<file path="src/rfp_pkg.sv">
// Shared types and constants for the receive frame parser.
package rfp_pkg;

	// Parser phase; the one encoding above PH_TRAILER, 3'd7, is never entered.
	typedef enum logic [2:0] {
		PH_SYNC1   = 3'd0,
		PH_SYNC2   = 3'd1,
		PH_TYPE    = 3'd2,
		PH_ID      = 3'd3,
		PH_HDR     = 3'd4,
		PH_PAYLOAD = 3'd5,
		PH_TRAILER = 3'd6
	} rfp_phase_t;

	// Result event codes.
	typedef enum logic [2:0] {
		EV_NONE     = 3'd0,
		EV_PAYLOAD  = 3'd1,
		EV_COMMIT   = 3'd2,
		EV_TOO_LONG = 3'd3,
		EV_FULL     = 3'd4
	} rfp_event_t;

	localparam logic [7:0] PREAMBLE_0 = 8'hAA;
	localparam logic [7:0] PREAMBLE_1 = 8'h55;

	// Header byte positions that carry the big-endian length, and trailer size.
	localparam int HDR_LEN_HI    = 3;
	localparam int HDR_LEN_LO    = 4;
	localparam int TRAILER_BYTES = 8;

	localparam int BYTE_W = 8;
	localparam int LEN_W  = 16;
	localparam int IDX_W  = 12;
	localparam int CNT_W  = 32;

endpackage

</file>
<file path="src/rx_frame_parser_unit.sv">
// Byte-serial receive frame parser: preamble hunt, header decode, payload stream.
//
//   channel | direction | handshake            | payload
//   --------+-----------+----------------------+------------------------------------------
//   in      | into unit | in_valid / in_stall   | rx_byte
//   out     | from unit | out_valid / out_stall | event_res, payload_byte, payload_index,
//           |           |                      | frame_type, frame_length,
//           |           |                      | frames_received, frames_dropped
//
// Every accepted beat produces exactly one result beat, in the cycle after it is accepted.
// The parser state updates at the accepting edge; the result lands in a single
// output register, so a new byte is taken every cycle while that register is
// empty or is being drained in the same cycle.
// in_stall rises only when a result is held and the downstream stalls it.
// arst_n clears the phase, the counters and the output valid flag.
module rx_frame_parser_unit #(
	parameter int BUF_BYTES = 256
) (
	input  logic        clk,
	input  logic        arst_n,
	input  logic        in_valid,
	output logic        in_stall,
	input  logic [7:0]  rx_byte,
	output logic        out_valid,
	input  logic        out_stall,
	output logic [2:0]  event_res,
	output logic [7:0]  payload_byte,
	output logic [11:0] payload_index,
	output logic [7:0]  frame_type,
	output logic [15:0] frame_length,
	output logic [31:0] frames_received,
	output logic [31:0] frames_dropped
);
	import rfp_pkg::*;

	// Byte total and field count never exceed BUF_BYTES.
	localparam int FC_W = $clog2(BUF_BYTES + 1);
	localparam logic [FC_W-1:0]  BUF_LIMIT = FC_W'(BUF_BYTES);
	localparam logic [LEN_W-1:0] BUF_LEN   = LEN_W'(BUF_BYTES);

	// Parser state.
	rfp_phase_t         phase_q, phase_d, phase_cur;
	logic [FC_W-1:0]    fc_q, fc_d, fc_inc;
	logic [FC_W-1:0]    bt_q, bt_d;
	logic [LEN_W-1:0]   len_q, len_d, len_hdr;
	logic [BYTE_W-1:0]  type_q, type_d;
	logic [BYTE_W-1:0]  lid_q, lid_d, id_gap;
	logic [CNT_W-1:0]   rcv_q, rcv_d;
	logic [CNT_W-1:0]   drp_q, drp_d;

	// Result computed from the accepted byte.
	rfp_event_t         ev_d;
	logic [BYTE_W-1:0]  pbyte_d;
	logic [IDX_W-1:0]   pidx_d;

	// Output register.
	logic               out_valid_q;
	rfp_event_t         ev_q;
	logic [BYTE_W-1:0]  pbyte_q;
	logic [IDX_W-1:0]   pidx_q;
	logic [BYTE_W-1:0]  otype_q;
	logic [LEN_W-1:0]   olen_q;
	logic [CNT_W-1:0]   orcv_q;
	logic [CNT_W-1:0]   odrp_q;

	logic in_acc, out_acc;

	// Hold the input while a result waits and the sink stalls.
	assign in_stall = out_valid_q && out_stall;
	assign in_acc   = in_valid && !in_stall;
	assign out_acc  = out_valid_q && !out_stall;

	assign fc_inc  = fc_q + 1'b1;
	assign id_gap  = rx_byte - lid_q - 8'd1;
	assign len_hdr = {len_q[LEN_W-1:BYTE_W], rx_byte};

	// Next state and result for one byte.
	always_comb begin
		phase_cur = phase_q;
		phase_d   = phase_q;
		fc_d      = fc_q;
		bt_d      = bt_q;
		len_d     = len_q;
		type_d    = type_q;
		lid_d     = lid_q;
		rcv_d     = rcv_q;
		drp_d     = drp_q;
		ev_d      = EV_NONE;
		pbyte_d   = '0;
		pidx_d    = '0;

		// Abort an open frame that has filled the buffer, then reparse the byte
		// as a fresh hunt.
		if (phase_q != PH_SYNC1 && bt_q >= BUF_LIMIT) begin
			ev_d      = EV_FULL;
			bt_d      = '0;
			phase_cur = PH_SYNC1;
			phase_d   = PH_SYNC1;
		end

		unique case (phase_cur)
			PH_SYNC1: begin
				if (rx_byte == PREAMBLE_0) begin
					bt_d    = FC_W'(1);
					phase_d = PH_SYNC2;
				end
			end
			PH_SYNC2: begin
				if (rx_byte == PREAMBLE_1) begin
					fc_d    = '0;
					bt_d    = bt_q + 1'b1;
					phase_d = PH_TYPE;
				end else if (rx_byte != PREAMBLE_0) begin
					phase_d = PH_SYNC1;
				end
			end
			PH_TYPE: begin
				type_d  = rx_byte;
				fc_d    = '0;
				bt_d    = bt_q + 1'b1;
				phase_d = PH_ID;
			end
			PH_ID: begin
				// Add the id gap, modulo 256, to the dropped count.
				drp_d   = drp_q + CNT_W'(id_gap);
				lid_d   = rx_byte;
				fc_d    = '0;
				bt_d    = bt_q + 1'b1;
				phase_d = PH_HDR;
			end
			PH_HDR: begin
				bt_d = bt_q + 1'b1;
				fc_d = fc_inc;
				if (fc_inc == FC_W'(HDR_LEN_HI)) begin
					len_d = {rx_byte, {BYTE_W{1'b0}}};
				end else if (fc_inc == FC_W'(HDR_LEN_LO)) begin
					len_d = len_hdr;
					fc_d  = '0;
					if (len_hdr > BUF_LEN) begin
						ev_d    = EV_TOO_LONG;
						phase_d = PH_SYNC1;
					end else if (len_hdr == '0) begin
						phase_d = PH_TRAILER;
					end else begin
						phase_d = PH_PAYLOAD;
					end
				end
			end
			PH_PAYLOAD: begin
				ev_d    = EV_PAYLOAD;
				pbyte_d = rx_byte;
				pidx_d  = IDX_W'(fc_q);
				bt_d    = bt_q + 1'b1;
				fc_d    = fc_inc;
				if (LEN_W'(fc_inc) == len_q) begin
					fc_d    = '0;
					phase_d = PH_TRAILER;
				end
			end
			PH_TRAILER: begin
				// Consume trailer bytes unchecked; the last one commits.
				bt_d = bt_q + 1'b1;
				fc_d = fc_inc;
				if (fc_inc == FC_W'(TRAILER_BYTES)) begin
					rcv_d   = rcv_q + 1'b1;
					ev_d    = EV_COMMIT;
					phase_d = PH_SYNC1;
				end
			end
			default: begin
				phase_d = PH_SYNC1;
			end
		endcase
	end

	// Phase register.
	always_ff @(posedge clk or negedge arst_n) begin
		if (!arst_n) begin
			phase_q <= PH_SYNC1;
		end else if (in_acc) begin
			phase_q <= phase_d;
		end
	end

	// Frame counters and header fields.
	always_ff @(posedge clk or negedge arst_n) begin
		if (!arst_n) begin
			fc_q   <= '0;
			bt_q   <= '0;
			len_q  <= '0;
			type_q <= '0;
			lid_q  <= '0;
			rcv_q  <= '0;
			drp_q  <= '0;
		end else if (in_acc) begin
			fc_q   <= fc_d;
			bt_q   <= bt_d;
			len_q  <= len_d;
			type_q <= type_d;
			lid_q  <= lid_d;
			rcv_q  <= rcv_d;
			drp_q  <= drp_d;
		end
	end

	// Output valid: set on accept, drop once drained with nothing new behind it.
	always_ff @(posedge clk or negedge arst_n) begin
		if (!arst_n) begin
			out_valid_q <= 1'b0;
		end else if (in_acc) begin
			out_valid_q <= 1'b1;
		end else if (out_acc) begin
			out_valid_q <= 1'b0;
		end
	end

	// Result payload; advances only with an accepted byte.
	always_ff @(posedge clk) begin
		if (in_acc) begin
			ev_q    <= ev_d;
			pbyte_q <= pbyte_d;
			pidx_q  <= pidx_d;
			otype_q <= type_d;
			olen_q  <= len_d;
			orcv_q  <= rcv_d;
			odrp_q  <= drp_d;
		end
	end

	assign out_valid       = out_valid_q;
	assign event_res       = ev_q;
	assign payload_byte    = pbyte_q;
	assign payload_index   = pidx_q;
	assign frame_type      = otype_q;
	assign frame_length    = olen_q;
	assign frames_received = orcv_q;
	assign frames_dropped  = odrp_q;

	// An accepted byte always leaves a result behind.
	a_result_follows: assert property (@(posedge clk) disable iff (!arst_n)
		in_acc |=> out_valid_q)
		else $error("accepted byte left no result");

	// A payload byte inside an unfilled buffer is streamed out.
	a_payload_event: assert property (@(posedge clk) disable iff (!arst_n)
		in_acc && phase_q == PH_PAYLOAD && bt_q < BUF_LIMIT |=> ev_q == EV_PAYLOAD)
		else $error("payload byte not streamed");

	// While in the payload, the count stays below the frame length.
	a_payload_bound: assert property (@(posedge clk) disable iff (!arst_n)
		phase_q == PH_PAYLOAD |-> LEN_W'(fc_q) < len_q)
		else $error("payload count ran past length");

	// The received count moves only with a commit.
	a_commit_count: assert property (@(posedge clk) disable iff (!arst_n)
		in_acc && ev_d != EV_COMMIT |=> rcv_q == $past(rcv_q))
		else $error("received count changed without commit");

endmodule

</file>
<file path="config.mk">
export PLATFORM = sky130hd
export DESIGN_NAME = rx_frame_parser_unit
export DESIGN_NICKNAME = d
export VERILOG_FILES = /design/src/rfp_pkg.sv /design/src/rx_frame_parser_unit.sv
export SDC_FILE = /design/constraint.sdc
export NUM_CORES = 1
export LEC_CHECK = 0
export ABC_AREA = 1
export BUFFER_PORTS_ARGS = -buffer_cell sky130_fd_sc_hd__buf_2
export CORE_MARGIN = 8
export CORE_UTILIZATION = 54
export CTS_CLUSTER_DIAMETER = 120
export DETAILED_ROUTE_END_ITERATION = 6
export PLACE_DENSITY = 0.77
export SYNTH_ARGS = -nofsm -noshare
export SYNTH_HDL_FRONTEND = slang
export SYNTH_SLANG_ARGS = --single-unit
</file>
<file path="constraint.sdc">
create_clock -name clk -period 4.8 [get_ports clk]
set_clock_uncertainty 0.2 [all_clocks]
set_input_delay 0.48 -clock clk [delete_from_list [all_inputs] [get_ports clk]]
set_output_delay 0.48 -clock clk [all_outputs]
set_load 0.01 [all_outputs]
</file>
[After elaboration in Yosys (flattened, before gate mapping)]
Cells that the tools add are included.
Word-level totals
  input port bits: 12
  output and inout bits: 113
  register bits: 229
  logic and storage cells: 89
Operators by class
  multiplexer cells: 35
  $add $sub $neg: 6
  magnitude comparators: 2
  reduce and logical (&&, ||, !) cells: 15
  equality and inequality tests: 14
Operator list (number)
  $mux W32: 3
  $mux W9: 7
  $pmux W9 S5: 1
  $mux W3: 14
  $add A32 B1 Y32 const B: 1
  $add A32 B8 Y32: 1
  $mux W16: 2
  $pmux W9 S3: 1
  $pmux W3 S7: 1
  $add A9 B1 Y9 const B: 2
  $eq A9 B16 Y1: 1
  $gt A16 B9 Y1 const B: 1
  $logic_not A16 Y1: 1
  $mux W8: 2
  $eq A3 B3 Y1 const B: 3
  $eq A9 B2 Y1 const B: 1
  $eq A9 B3 Y1 const B: 1
  $eq A9 B4 Y1 const B: 1
  $ge A9 B9 Y1 const B: 1
  $pmux W3 S3: 1
  $eq A8 B7 Y1 const B: 1
  $eq A8 B8 Y1 const B: 1
  $ne A8 B8 Y1 const B: 1
  $sub A8 B1 Y8 const B: 1
  16 further kinds: 22

[Longest topological paths before layout]
Gate-level depths: netlist of the first run.
  depth in word-level cells: 7
  depth in mapped cells: 23
  gate-level depth less buffers: 23

[Least setup slack after synthesis of the first run]
Ideal clock, no wire load.
  path kind: input to register
  start point: input port out_stall
  end point: register ev_q[0] (netlist: event_res[0]) (enable)
  setup time: 514 ps
  path slack: -331 ps
  stages on the path: 5
  data arrival time: 4416 ps
  cell sequence: nand2_1 inv_1 nor2_1 clkbuf_1 clkbuf_1
Between the ends
  word-level cells in the longest chain between the ends: 3
RTL lines
  from (decl): line rx_frame_parser_unit.sv:25  | input logic out_stall,
  $logic_and A1 B1 Y1: line rx_frame_parser_unit.sv:69  | assign in_stall = out_valid_q && out_stall;
  named net in_stall: line rx_frame_parser_unit.sv:22  | output logic in_stall,
  $logic_not A1 Y1: line rx_frame_parser_unit.sv:70  | assign in_acc = in_valid && !in_stall;
  $logic_and A1 B1 Y1: line rx_frame_parser_unit.sv:70
  named net in_acc: line rx_frame_parser_unit.sv:66  | logic in_acc, out_acc;
  to (signal assigned): line rx_frame_parser_unit.sv:220  | ev_q <= ev_d;
  to (decl): line rx_frame_parser_unit.sv:58  | rfp_event_t ev_q;
The timed path passes the listed nets, and every way through them passes these cells.
A chain may end at the register's enable or synchronous reset.

[Worst setup path in the final report of the first run]
  start point: register lid_q[0]
  end point: register odrp_q[30] (netlist: frames_dropped[30]), data pin
Between the ends
  word-level cells in the longest chain between the ends: 4
RTL lines
  from (decl): line rx_frame_parser_unit.sv:47  | logic [BYTE_W-1:0] lid_q, lid_d, id_gap;
  from (signal assigned): line rx_frame_parser_unit.sv:200  | lid_q <= lid_d;
  $sub A8 B8 Y8: line rx_frame_parser_unit.sv:74  | assign id_gap = rx_byte - lid_q - 8'd1;
  $sub A8 B1 Y8: line rx_frame_parser_unit.sv:74
  $add A32 B8 Y32: line rx_frame_parser_unit.sv:125  | drp_d = drp_q + CNT_W'(id_gap);
  $mux W32: line rx_frame_parser_unit.sv:101  | unique case (phase_cur)
  named net drp_d[30]: line rx_frame_parser_unit.sv:49  | logic [CNT_W-1:0] drp_q, drp_d;
  to (signal assigned): line rx_frame_parser_unit.sv:226  | odrp_q <= drp_d;
  to (decl): line rx_frame_parser_unit.sv:64  | logic [CNT_W-1:0] odrp_q;
The timed path passes the listed nets, and every way through them passes these cells.

==> run metrics, run 1 <==
outcome=complete, no violations; nets@finish=1635; # DRC=0; Slowest-stage cell, CP=fa_1; drt first pass iters=5; Worst-Skew Late Latency=0.52 ns; Synth top area share=27.0%; post-layout min period=3.94 ns; CTS Hold Bufs=2; # setup viols final=0; Power Density=448 nW/um^2; max_slew headroom=26.7%; type of the worst setup path=flop to flop; Ys Warns=0; total routed wirelength=28400 um; largest net degree at the start of global routing=225; Initial DRC Count=681; Starting Density=55.0%; CTS H-tree lvls=1; synth-to-layout area growth=13.3%; sequential-to-total area share from yosys stat=51.6%; Die H=165 um; max-slew violations=0; clk slew on worst S/H paths=0.06 ns; Die W=165 um; diode count=0; placer congestion estimate=0.943; Ports=125; Placed Cells=1853; Setup crit end kind=flop; CTS tree=yes; reg2reg setup slack=0.86 ns; Final Instance Count excl. Fillers=1899; Final ANT Viol Nets=0; # resized after CTS=0; RSZ-0062 raised after global routing=no; max-cap check violation count=0; IO Port Bufs=121; Root Driver=clkbuf_16; post-synthesis cell count=1485; VDD IR max=0.349 mV; ranking of synthesized cells by area=edfxtp_1 (27%), dfrtp_1 (25%), nand2_1 (18%), inv_1 (4.6%), nand3_1 (3.5%); Worst Max-Slew Pin Slew=1.10 ns; CP cell instances=inv_1 > ha_1 > inv_1 > fa_1 > o21ai_0 > nand2_1 > nand2_1 > a21oi_1 > xnor2_1 > ha_1 > nand2_1 > o21ai_0 > inv_1 > nand2_1 > nand2_1 > nor2_2 > nand3_1 > nor2_1 > nand2_1 > and2_1; synthesized area=12000 sq um; global route overflow=0; global-route wire length before repair=46800 um; Site Rows=54; Post-CTS Setup Bufs=0; number of global-route vias before repair=9584; Max FO, Critical Path=7; fmax=254 MHz; Critical Path Most Common Cell=nand2_1; Die ar.=27300 sq um; synth unique cells=41; Worst Path Arrival=4.02 ns; Hold WC Path Type=primary input to flop; required time of the critical path=4.88 ns; pre-CTS setup slack=0.672 ns; clk buf depth=3; Avg WL per Cell=15.0 um; Final period util=82.2%; clk sinks=226; worst setup margin=0.855 ns; setup tns final=0 ns; Leak=6.51 nW; Via Count=9955; antenna violations before repair=0; synthesis-stage register bit count=226; CTS Buf Count=24; Avg Vias per Cell=5.24; hpwl dp=20400 um; type of element launching the critical path=flop; core area=21800 sq um; share of cells above drive strength 1=12.5%; syn avg cell area=8.09 sq um; Slowest Stage Delay on Critical Path=0.39 ns; Hold Fails Final Rpt=0; largest area contributor in the netlist=edfxtp_1; gr usage total=21.0%
[worst paths after layout]
path | startpoint | to | depth (start not counted)
max | lid_q[0]$_DFFE_PN0P_ | frames_dropped[30]$_DFFE_PP_ | 20
min | out_stall | out_valid$_DFFE_PN0P_ | 3
max reg2reg | lid_q[0]$_DFFE_PN0P_ | frames_dropped[30]$_DFFE_PP_ | 20
min reg2reg | type_q[7]$_DFFE_PN0P_ | type_q[7]$_DFFE_PN0P_ | 2
max in group asynchronous | arst_n | rcv_q[27]$_DFFE_PN0P_ | 3
min in group asynchronous | arst_n | drp_q[22]$_DFFE_PN0P_ | 2
[critical path: cells and delay by family, from the launching register on]
kind            cells  cell delay (ns)
buf+inv             3             0.20
compound gates      3             0.62
simple gates       10             1.26
flops               1             0.36
xor+xnor            1             0.14
fa+ha+maj           3             0.91
[sequential cells by signal (all words and copies together), names as in the netlist]
signal / count
payload_byte: 8
frames_dropped: 32
bt_q: 9
payload_index: 9
phase_q: 3
rcv_q: 32
frame_length: 16
lid_q: 8
frames_received: 32
out_valid: 1
drp_q: 32
event_res: 3
fc_q: 9
len_q: 16
frame_type: 8
type_q: 8
[metal layers]
metal / routed length, um / track usage [%] / part of all wire, %
met2: 13800 / 35.9 / 49
met3: 1590 / 3.50 / 5.6
met5: 0 / 0 / 0
met1: 12300 / 27.0 / 43
met4: 719 / 6.27 / 2.5
[synth_stat cells, drive strengths merged]
library cell and instances:
and2 10, dfrtp 118, o21bai 1, nand4 30, nor2 110, a31oi 1
buf 17, nand2 583, edfxtp 108, or2 3, ha 20, inv 155
nor3 20, and3 11, a21oi 14, a21boi 1, clkbuf 24, nand3b 7
clkinv 1, nor4 5, o21ai 106, xor2 27, o211ai 1, xnor2 21
nand3 86, fa 2, conb 1, o22ai 2
[kinds of logic after synthesis]
| group | count (synthesis) | share of synthesized area [%] |
|---|---|---|
| DFF | 226 | 51.6 |
| xor gates and xnor gates | 48 | 3.56 |
| AOI/OAI and AO/OA | 126 | 5.37 |
| other | 1 | 0.0312 |
| buffers and inverters | 197 | 6.58 |
| and+or+nand+nor | 865 | 30.5 |
| adders and majority gates | 22 | 2.42 |
[final cells by class]
cell class	instances	area [sq um]
Multi-Input combinational cell	1064	5040
Clock buffer	29	639
Tap cell	280	350
Clock inverter	15	108
Inverter	156	588
Timing Repair Buffer	129	686
Fill cell	1918	8220
Sequential cell	226	6200
[cell usage in the layout (no fill, tap or decap), drive strengths merged, types with 21 or more instances in the layout]
cell and instances:
buf 127, clkbuf 29, dfrtp 118, edfxtp 108, inv 155, nand2 583
nand3 86, nand4 30, nor2 110, o21ai 106, xnor2 21, xor2 27
[through the flow]
step                utilization, %  area [sq um]  power (mW)  hold slack, ns
CTS                           62.4         13600        6.14         0.00625
floorplan                        -         12000        3.86         -0.0156
detailed placement            58.8         12800        4.35           0.265
global placement              58.8         12800        4.30           0.262
global route                  62.4         13600        6.50         0.00569
finish                        62.4         13600        6.09          0.0162
[report_power, final]
group / internal [mW] / switching, mW / leakage [nW]
Combinational: 0.622 / 1.09 / 3.52
Sequential: 2.41 / 0.222 / 2.63
Clock: 1.00 / 0.753 / 0.370
Total: 4.03 / 2.06 / 6.51
Power figures use the tool's default switching activity.
==> run 2, diff against run 1 <==
Settings changed: ABC_AREA 1 to 0, CORE_UTILIZATION 54 to 58, PLACE_DENSITY 0.77 to 0.79.
Clock period 4.8 ns to 3.8 ns, I/O delays scaled along.
==> run metrics, run 2 <==
max-cap check violation count=0 (unchanged); GRT met2 Usage=33.1% (-2.8 points); # setup viols final=0 (unchanged); syn avg cell area=11.4 sq um (+41%); IO Port Bufs=121 (unchanged); Starting Density=59.4% (+4.3 points); Hold Fails Final Rpt=0 (unchanged); max-slew violations=0 (unchanged); most common cell after layout, fill and taps aside=buf_2; Worst Max-Slew Pin Slew=0.812 ns (-0.288 ns); synth-to-layout area growth=15.5%; hold depth=3 (unchanged); global route hottest layer=met2; Setup crit end kind=flop; CTS H-tree lvls=1 (unchanged); Ports=125 (unchanged); drt first pass iters=5 (unchanged); share of cells above drive strength 1=22.6% (+10 points); synth unique cells=80 (+95%); Die ar.=23900 sq um (-12%); clk sinks=226 (unchanged); fillers=1384 (-28%); global route overflow=0 (unchanged); Post-synth EDFFs=108 (unchanged); hpwl dp=16100 um (-21%); post-layout min period=3.60 ns (-0.343 ns); hold_sp=rx_byte[1]; type of element launching the critical path=flop; CTS tree=yes; Worst Setup SP=lid_q[0]$_DFFE_PN0P_; Via Count=7627 (-23%); # DRC=0 (unchanged); GRT met1 Usage=25.2% (-1.8 points); Power Density=485 nW/um^2 (+8.3%); Site Rows=50 (-7.4%); largest area contributor in the netlist=edfxtp_1; Die W=155 um (-6.4%); Avg WL per Cell=17.1 um (+14%); Worst Path Arrival=3.78 ns (-0.24 ns); post-synthesis cell count=976 (-34%); Final period util=94.8% (+13 points); most common cell in the netlist=dfrtp_1; Ys Warns=0 (unchanged); dominant synthesized flop cell=dfrtp_1; synthesis-stage register bit count=226 (unchanged); number of global-route vias before repair=7668 (-20%); Post-synth top cells=dfrtp_1 (118), nand2_1 (115), edfxtp_1 (108), nor2_1 (83), xnor2_1 (73); Worst-Skew Late Latency=0.51 ns (about the same); cell internal pwr=4.55 mW (+13%); Die H=155 um (-6.4%); Synth top area share=29.1% (+2.1 points); VDD IR max=0.373 mV (+7.0%); fmax=278 MHz (+9.5%); async set or reset register ratio after synthesis=52.2% (unchanged); Initial DRC Count=331 (-51%); sequential-to-total area share from yosys stat=55.6% (+4.0 points); synthesized area=11100 sq um (-7.2%); Max FO, Critical Path=5 (-2); core area=18800 sq um (-14%); CTS Buf Count=24 (unchanged); Worst R2R Path Depth=14 (-30%); Root Driver=clkbuf_16; Avg Vias per Cell=5.59 (+6.7%); clk slew on worst S/H paths=0.06 ns (about the same); Hold WC Path Type=primary input to flop; total routed wirelength=23300 um (-18%); max_slew headroom=45.7% (+19 points); nets@finish=1148 (-30%); Design Power=6.24 mW (+2.4%); Leak=5.82 nW (-11%); antenna violations before repair=0 (unchanged); diode count=0 (unchanged); Reg-to-Reg Start=lid_q[0]$_DFFE_PN0P_; type of the worst setup path=flop to flop; clk buf depth=3 (unchanged); sw frac=27.0% (-6.9 points); Final ANT Viol Nets=0 (unchanged); required time of the critical path=3.98 ns (-0.90 ns); outcome=complete, no violations; placer congestion estimate=0.834 (-12%); global-route wire length before repair=38600 um (-18%); met3 GRT Util=3.73% (+0.24 points); Hold Slack=0.0918 ns (+0.0756 ns); most frequent cells in the layout=buf_2 (120), dfrtp_1 (118), nand2_1 (114), edfxtp_1 (108), nor2_1 (82); Net Switching=1.69 mW (-18%); Comb power frac=16.3% (-12 points); gr usage total=19.4% (-1.6 points); ranking of synthesized cells by area=edfxtp_1 (29%), dfrtp_1 (27%), xnor2_1 (5.7%), xor2_1 (4.6%), nand2_1 (3.9%); part of the power in registers=48.4% (+5.3 points); largest net degree at the start of global routing=74 (-67%); clock share of power=35.2% (+6.4 points)
## run 2: cell types whose count changed after synthesis, sizes merged, moves of 42 or more
| cell | before | now |
|---|---|---|
| mux2 | 0 | 42 |
| nand3 | 86 | 28 |
| xnor2 | 21 | 74 |
| o21ai | 106 | 38 |
| nand2 | 583 | 115 |
| inv | 155 | 25 |
## run 2: final timing paths
kind	to	slack (ns)
max reg2reg	drp_q[14]$_DFFE_PN0P_	0.20
max in group asynchronous	rcv_q[0]$_DFFE_PN0P_	2.35
min	len_q[1]$_DFFE_PN0P_	0.09
max	drp_q[14]$_DFFE_PN0P_	0.20
min in group asynchronous	drp_q[0]$_DFFE_PN0P_	0.23
min reg2reg	bt_q[7]$_DFFE_PN0P_	0.27
## run 2: timing repair
action,in CTS,in global routing
endpoints found under the hold margin,46,0
gates resized for setup,1,8
setup buffers,0,4
hold buffers,3,0
pin swaps,0,1
endpoints found under the setup margin,2,29
## run 2: routing by layer
layer	part of all wire [%]	vias up	routed length (um)
met5	0	-	0
met4	1.5	0	357
met3	6.1	29	1430
met2	48	210	11300
met1	44	3701	10200
li1	-	3687	-
## run 2: critical path, stage by stage, from the launching register on
cell	delay, ns
dfrtp_1	0.37
inv_1	0.05
ha_1	0.15
inv_1	0.06
fa_2	0.51
inv_1	0.06
fa_1	0.43
a21o_1	0.18
a21oi_1	0.18
o21bai_1	0.11
a2111o_1	0.48
and3_1	0.24
nand3_1	0.22
nor2_1	0.09
xor2_1	0.14
## run 2: per-stage QoR
step                worst slack, ns  area (sq um)  util (%)  cells  TNS [ns]
finish                        0.198         12900      68.6   1364         0
global route                -0.0125         12900      68.6   1364   -0.0248
CTS                          0.0756         12800      68.3   1360         0
detailed placement          -0.0936         12000      64.2   1315    -0.238
global placement              0.116         12000      64.2   1315         0
floorplan                     0.384         11200         -    978         0
## run 2: kinds of logic (layout without fill, tap and decap cells)
logic type               Yosys count  after routing  synth area share, %
adder cells (fa/ha/maj)           22             22                 2.61
AND/OR/NAND/NOR                  358            358                 16.4
multiplexers                      50             50                 4.96
buffers and inverters             70            222                 2.89
AO/OA/AOI/OAI                    117            117                 7.07
other                              1              3               0.0337
XOR/XNOR                         132            132                 10.4
flip-flops                       226            226                 55.6
## run 2: power by group through the flow
stage	clock network, mW	logic, mW	registers, mW
detailed placement	0	1.01	3.06
finish	2.20	1.02	3.02
global route	2.34	1.14	3.05
global placement	0	0.995	3.05
CTS	2.25	1.02	3.02
floorplan	0	0.736	3.02
## run 2: cell type report
cell class / count / area (sq um) / area share, %
Multi-Input combinational cell: 682 / 4670 / 36.3
Inverter: 26 / 100 / 0.778
Timing Repair Buffer: 154 / 876 / 6.80
Tap cell: 234 / 293 / 2.27
Clock inverter: 7 / 65.1 / 0.505
Clock buffer: 35 / 673 / 5.23
Sequential cell: 226 / 6200 / 48.1
